### src/bfa_pkg.sv
// ----------------------------------------------------------------------------
// Bitmap frame allocator package
// Shared constants, operation codes and saturating counter helpers.
// ----------------------------------------------------------------------------
package bfa_pkg;

  // Default geometry of the frame store.
  localparam int unsigned FRAME_COUNT = 262144;
  localparam int unsigned FRAME_BYTES = 4096;
  localparam int unsigned WORD_BITS   = 32;

  // Field widths of the request and result channels.
  localparam int unsigned OPCODE_W    = 2;
  localparam int unsigned BYTE_ADDR_W = 32;
  localparam int unsigned GRANT_W     = 30;
  localparam int unsigned CNT_W       = 19;

  localparam logic [CNT_W-1:0] CNT_MAX = '1;

  // Operation codes.
  localparam logic [OPCODE_W-1:0] OP_ALLOCATE   = 2'd0;
  localparam logic [OPCODE_W-1:0] OP_FREE       = 2'd1;
  localparam logic [OPCODE_W-1:0] OP_ADD_USABLE = 2'd2;
  localparam logic [OPCODE_W-1:0] OP_RESERVE    = 2'd3;

  // Counters stick at their upper limit.
  function automatic logic [CNT_W-1:0] cnt_inc(input logic [CNT_W-1:0] c);
    return (c == CNT_MAX) ? CNT_MAX : c + CNT_W'(1);
  endfunction

  // Counters stick at zero.
  function automatic logic [CNT_W-1:0] cnt_dec(input logic [CNT_W-1:0] c);
    return (c == '0) ? '0 : c - CNT_W'(1);
  endfunction

endpackage

### src/bfa_word_scan.sv
// ----------------------------------------------------------------------------
// Bitmap word scan
// Finds the lowest clear bit of one bitmap word, that is the lowest free frame.
// ----------------------------------------------------------------------------
module bfa_word_scan #(
  parameter  int unsigned WORD_BITS = bfa_pkg::WORD_BITS,
  localparam int unsigned BIT_W     = $clog2(WORD_BITS)
) (
  input  logic [WORD_BITS-1:0] word,
  output logic                 found,
  output logic [BIT_W-1:0]     index
);

  // Walk from the top so that the lowest clear bit wins.
  always_comb begin
    index = '0;
    for (int i = WORD_BITS - 1; i >= 0; i--) begin
      if (!word[i]) begin
        index = BIT_W'(i);
      end
    end
  end

  assign found = ~&word;

endmodule

### config.mk
export PLATFORM = sky130hd
export DESIGN_NAME = bfa_word_scan
export DESIGN_NICKNAME = d
export VERILOG_FILES = /design/src/bfa_pkg.sv /design/src/bfa_word_scan.sv
export SDC_FILE = /design/constraint.sdc
export NUM_CORES = 1
export LEC_CHECK = 0
export ABC_AREA = 1
export BUFFER_PORTS_ARGS = -buffer_cell sky130_fd_sc_hd__buf_2
export CAP_MARGIN = 40
export CORE_AREA = 8 8 45 47
export DETAILED_ROUTE_END_ITERATION = 8
export DIE_AREA = 0 0 53 55
export SETUP_SLACK_MARGIN = 0.15
export SLEW_MARGIN = 20
export SYNTH_ARGS = -nofsm -noshare
export SYNTH_HDL_FRONTEND = slang
export SYNTH_SLANG_ARGS = --single-unit
### constraint.sdc
create_clock -name vclk -period 3.6
set_clock_uncertainty 0.1 [all_clocks]
set_input_delay 0 -clock vclk [all_inputs]
set_output_delay 0 -clock vclk [all_outputs]
set_load 0.05 [all_outputs]
==> results.toml, run 1 <==
[run_status]
outcome = "finished clean"

[min_path]
hold_start = "word[1]"
hold_path.class = "in2out"
hold_path_depth = 3
whs_endpoint = "index[0]"

[drt]
antenna_left = 0
drt_pass1_iterations = 2
dr.first_iter.drc_count = 4
drc_errors = 0
detail_route.wl_per_cell_um = 9.10
wl_um = 1230
via_per_inst = 4.47
vias = 603

[finish]
n_clock_buffer = 0
area_delta_synth_final_pct = 62.2
seq_cell_count = 0
regArea_um2 = 0
diodes = 0
nets = 153
fill_cells = 166
drive_above_1_share = 0.328
utilization = 0.396
multi_input_area_um2 = 319

[pwr]
power.internal_w = 0.0000233
power.switching_w = 0.0000297
seqPwrFrac = 0
peakVddDrop_mv = 0.0389
p_clk_frac = 0
power_density_nw_per_um2 = 96.6
switching_share = 0.561
p_leak_nw = 0.327
design_power_total_w = 0.0000529
comb_power_share = 1.000

[grt]
grt_max_degree = 4
grt_pass1_vias = 585
antenna_found_initial = 0
grt_pass1_wl_um = 2110
gr-total-overflow = 0
track_usage = 0.0845

[timing]
maxSlewHeadroom = 0.833
fmax_mhz = 506
timing.setup.tns_ns = 0
fin_crit_sh = 0.549
period_minus_slack_ns = 1.98
setup_violations = 0
hold_viol = 0
finalHoldWorstSlack_ns = 0.256
worst_pin_slew_ns = 0.248
rsz0062_at_grt = "no"
maxSlewViolCount = 0

[synthesis]
synth_nets = 113
synth.top_cell.area_share = 0.511
synthTopCellsByArea = "nand2_1, nor2_1, nand4_1"
synth_cell_type_count = 11
yosysTopAreaCell = "nand2_1"
yosys-top-cells-count = "nand2_1, nor2_1, inv_1, nand4_1, a31oi_1"
syn_area_per_cell_um2 = 4.17
syn_inst = 81
seq_area_frac_synth = 0
yosys_warnings = 0
synth_most_common_cell = "nand2_1"
netlist_area_um2 = 338

[die]
die_area_um2 = 2920
rows = 14
initial_utilization = 0.244
die_height_um = 55
ioPinCount = 38
coreArea_um2 = 1380
die_x_um = 53

[run]
drv_cap = 0

[worst_setup_path]
path_class = "in2out"
arrival_ns = 1.88
slowest_stage = "buf_2"
crit_top_cell = "nand2_1"
cp_max_fo = 3
max_stage_delay_ns = 0.26
required_ns = 3.50
cp-start-kind = "input pin"
cp-end-kind = "output port"

[clocking]
cts_hold_buffers = 0
cts_resized = 0
cts_setup_buffers = 0

[placed_design]
hpwl_um = 1150
portBuffers = 38
gp_congestion = 0.812
[logic make-up (layout without fill, tap and decap cells)]
family / after synthesis / count (layout) / synth area share
buffers and inverters: 5 / 43 / 0.0556
AOI/OAI and AO/OA: 7 / 7 / 0.133
and+or+nand+nor: 69 / 69 / 0.811
[worst max-delay path, delay by kind of cell]
family | cells | cell delay [ns]
simple gates | 29 | 1.35
compound gates | 1 | 0.10
buf+inv | 3 | 0.42
[power by group through the flow]
stage                     clock [W]  sequential (W)  combinational, W
after floorplan                   0               0         0.0000267
after global placement            0               0         0.0000525
after detailed placement          0               0         0.0000535
after CTS                         0               0         0.0000537
after global routing              0               0         0.0000615
final                             0               0         0.0000529
[worst max-delay path by stage]
| stage | from | endpoint | slack, ns | cells past startpoint |
|---|---|---|---|---|
| 4_1_cts | word[31] | index[0] | 1.60 | 33 |
| 6_report | word[31] | index[0] | 1.62 | 33 |
| 2_1_floorplan | word[31] | index[0] | 1.76 | 31 |
| 3_5_place_dp | word[31] | index[0] | 1.61 | 33 |
| 3_3_place_gp | word[31] | index[0] | 1.64 | 33 |
| 5_1_grt | word[31] | index[0] | 1.27 | 33 |
[metal layers]
metal / vias to the layer above / wire length, um / GRT usage
met2: 18 / 609 / 0.160
met5: - / 0 / 0
li1: 338 / - / -
met3: 2 / 122 / 0.0214
met4: 0 / 19 / 0.00862
met1: 245 / 476 / 0.0950
[layout make-up]
| type | instances | area share |
|---|---|---|
| timing repair buffer | 38 | 0.347 |
| multi-input combinational | 76 | 0.582 |
| tap | 16 | 0.0365 |
| inverter | 5 | 0.0342 |
[placed cells by master, fill, tap and decap left out, drive strengths merged]
master	instances
nor2	15
nand2	46
o21ai	1
o21bai	1
buf	38
nand4	4
a31oi	3
a21oi	2
nor3	2
inv	5
nand3	2
[per-stage QoR]
step | setup WS (ns) | area [um2] | cells
2_1_floorplan | 1.76 | 338 | 81
3_3_place_gp | 1.64 | 548 | 135
5_1_grt | 1.27 | 548 | 135
4_1_cts | 1.60 | 548 | 135
6_report | 1.62 | 548 | 135
3_5_place_dp | 1.61 | 548 | 135
(Power assumes the default switching activity.)
==> run 2, diff against run 1 <==
PLACE_DENSITY = 0.65   (was not set)
clock period = 1.62 ns   (was 3.6 ns; I/O delays follow)
==> results.toml, run 2 (synthesis results as in run 1) <==
[pwr]
p_leak_nw = 0.390
power.internal_w = 0.0000785
switching_share = 0.490
p_clk_frac = 0
power.switching_w = 0.0000756
peakVddDrop_mv = 0.0963
seqPwrFrac = 0
comb_power_share = 1.000
power_density_nw_per_um2 = 222

[min_path]
hold_path_depth = 3
hold_path.class = "in2out"

[die]
die_x_um = 53
rows = 14
die_height_um = 55
coreArea_um2 = 1380
die_area_um2 = 2920
ioPinCount = 38
initial_utilization = 0.244

[finish]
seq_cell_count = 0
stdcell_count = 145
nets = 163
utilization = 0.501
n_clock_buffer = 0
area_delta_synth_final_pct = 105
multi_input_area_um2 = 353
fill_cells = 164
regArea_um2 = 0
final_cell_mix = "nand2_1, buf_2, nor2_1"
final_common_cell = "nand2_1"
diodes = 0
drive_above_1_share = 0.434

[timing]
finalHoldWorstSlack_ns = 0.224
worst_pin_slew_ns = 0.239
period_minus_slack_ns = 1.89
rsz0062_at_grt = "yes"
maxSlewViolCount = 0
final.setup.worst_slack_ns = -0.266
fin_crit_sh = 1.16
setup_violations = 1
maxSlewHeadroom = 0.840
fmax_mhz = 530
hold_viol = 0

[worst_setup_path]
cp-end-kind = "output port"
cp.depth = 33
worstPathBufferInverterCount = 3
crit_top_cell = "nand2_1"
required_ns = 1.52
crit_family = "simple AND/OR/NAND/NOR gates"
slowest_stage = "buf_6"
arrival_ns = 1.79
path_class = "in2out"
cp_max_fo = 2
max_stage_delay_ns = 0.17
cp-start-kind = "input pin"

[drt]
vias = 640
detail_route.wl_per_cell_um = 9.08
via_per_inst = 4.41
drt_pass1_iterations = 4
wl_um = 1320
drc_errors = 0
antenna_left = 0
dr.first_iter.drc_count = 2

[grt]
antenna_found_initial = 0
use_met3 = 0.0134
grt_pass1_wl_um = 2130
gr-total-overflow = 0
grt_busiest_layer = "met2"
grt_pass1_vias = 570
track_usage = 0.0856
grt_max_degree = 4
grtUsageMet2 = 0.170
grt_util_met1 = 0.0980

[run_status]
violations = "negative setup slack"
outcome = "complete, but fails checks"

[placed_design]
hpwl_um = 1170
gp_congestion = 0.726
place_inst = 143
portBuffers = 38
detailedPlace.worstSlack_ns = -0.413

[run]
drv_cap = 0
==> run 2: cell types whose count changed in the layout (fill, tap and decap cells not counted), sizes merged <==
cell | before | now
buf | 38 | 48
==> run 2: final timing paths <==
path  slack, ns      from       end
min        0.22   word[1]  index[0]
max       -0.27  word[31]  index[0]
==> run 2: per-stage QoR <==
step,power [W],setup TNS (ns),area [um2]
floorplan,0.0000625,-0.0783,357
global placement,0.000134,-0.364,627
detailed placement,0.000137,-0.413,627
CTS,0.000152,-0.384,682
global route,0.000174,-0.883,693
finish,0.000154,-0.266,693
==> run 2: cell type report <==
type	count	area share
timing repair buffer	48	0.435
tap	16	0.0289
multi-input combinational	76	0.509
inverter	5	0.0271
==> run 2: layer usage <==
| layer | part of all wire | up-vias |
|---|---|---|
| li1 | - | 361 |
| met1 | 0.40 | 262 |
| met2 | 0.53 | 17 |
| met3 | 0.071 | 0 |
| met4 | 0 | 0 |
| met5 | 0 | - |
==> run 2: power by group through the flow <==
stage	Sequential, W	Combinational (W)	Clock [W]
2_1_floorplan	0	0.0000625	0
3_3_place_gp	0	0.000134	0
3_5_place_dp	0	0.000137	0
4_1_cts	0	0.000152	0
5_1_grt	0	0.000174	0
6_report	0	0.000154	0
==> run 2: what timing repair did <==
action,4_1_cts,5_1_grt
hold buffers,0,0
pin swaps,12,12
gates resized for setup,12,2
endpoints found under the setup margin,2,2
buffers inserted,1,1
==> run 3, diff against run 2 <==
BUFFER_PORTS_ARGS = not set   (was -buffer_cell sky130_fd_sc_hd__buf_2)
DONT_BUFFER_PORTS = 1   (was not set)
PLACE_DENSITY = not set   (was 0.65)
PLACE_DENSITY_LB_ADDON = 0.2   (was not set)
clock period = 2.4 ns   (was 1.62 ns; I/O delays follow)
==> results.toml, run 3 (synthesis results as in run 1) <==
[finish]
nets = 119
area_delta_synth_final_pct = 17.4
drive_above_1_share = 0.0706
seq_cell_count = 0
fill_cells = 178
n_clock_buffer = 0
final_cell_mix = "nand2_1, nor2_1, inv_1"
multi_input_area_um2 = 324
final_common_cell = "nand2_1"
diodes = 0
utilization = 0.287
regArea_um2 = 0

[grt]
grt_busiest_layer = "met2"
grt_pass1_wl_um = 1710
use_met3 = 0.0348
grt_util_met1 = 0.0649
grt_max_degree = 4
grtUsageMet2 = 0.143
gr-total-overflow = 0
track_usage = 0.0703
grt_pass1_vias = 478
antenna_found_initial = 0

[timing]
maxSlewViolCount = 0
hold_viol = 0
setup_violations = 0
rsz0062_at_grt = "yes"
timing.setup.tns_ns = 0
period_minus_slack_ns = 1.75
fmax_mhz = 571
maxSlewHeadroom = 0.424
fin_crit_sh = 0.729
worst_pin_slew_ns = 0.860
finalHoldWorstSlack_ns = 0.0792

[clocking]
cts_resized = 0
cts_hold_buffers = 0
cts_setup_buffers = 0

[die]
die_x_um = 53
rows = 14
initial_utilization = 0.244
die_height_um = 55
ioPinCount = 38
coreArea_um2 = 1380
die_area_um2 = 2920

[run]
drv_cap = 0

[min_path]
whs_endpoint = "index[0]"
hold_path_depth = 2
hold_start = "word[1]"
hold_path.class = "in2out"

[pwr]
peakVddDrop_mv = 0.0443
power_density_nw_per_um2 = 123
p_leak_nw = 0.195

[drt]
antenna_left = 0
via_per_inst = 4.84
vias = 489
detail_route.wl_per_cell_um = 10.4
drt_pass1_iterations = 4
drc_errors = 0
dr.first_iter.drc_count = 5
wl_um = 1060

[worst_setup_path]
cp-end-kind = "output port"
crit_top_cell = "nand2_1"
max_stage_delay_ns = 0.17
arrival_ns = 1.65
worstPathBufferInverterCount = 2
slowest_stage = "buf_6"
cp_max_fo = 3
cp-start-kind = "input pin"
crit_family = "simple AND/OR/NAND/NOR gates"
required_ns = 2.30
path_class = "in2out"

[placed_design]
portBuffers = 0
hpwl_um = 1010
gp_congestion = 0.679

[run_status]
outcome = "finished clean"
[run 3: worst max path at each step]
stage	from	endpoint	slack [ns]	depth (start not counted)
6_report	word[31]	index[0]	0.65	32
5_1_grt	word[31]	index[0]	0.14	32
4_1_cts	word[31]	index[0]	0.61	32
3_5_place_dp	word[31]	index[0]	0.62	32
3_3_place_gp	word[31]	index[0]	0.63	32
2_1_floorplan	word[31]	index[0]	0.56	31
[run 3: power breakdown]
group,internal (W),switching [W],leakage (nW),total [W]
Combinational,0.0000194,0.0000293,0.195,0.0000487
Clock,0,0,0,0
Sequential,0,0,0,0
[run 3: metal layers]
metal	wire length [um]	vias up	share of wire
li1	-	268	-
met3	168	0	0.16
met1	342	205	0.32
met5	0	-	0
met2	544	16	0.52
met4	0	0	0
[run 3: area by class of cell]
| class | count | share of cell area |
|---|---|---|
| inverter | 5 | 0.0473 |
| timing repair buffer | 4 | 0.0852 |
| multi-input combinational | 76 | 0.817 |
| tap | 16 | 0.0505 |
[run 3: metrics by stage]
stage	worst slack, ns	instances	power, W	cell area, um2
floorplan	0.561	81	0.0000401	338
global placement	0.626	101	0.0000481	393
detailed placement	0.622	101	0.0000484	393
CTS	0.611	101	0.0000486	393
global route	0.142	101	0.0000577	397
finish	0.650	101	0.0000487	397
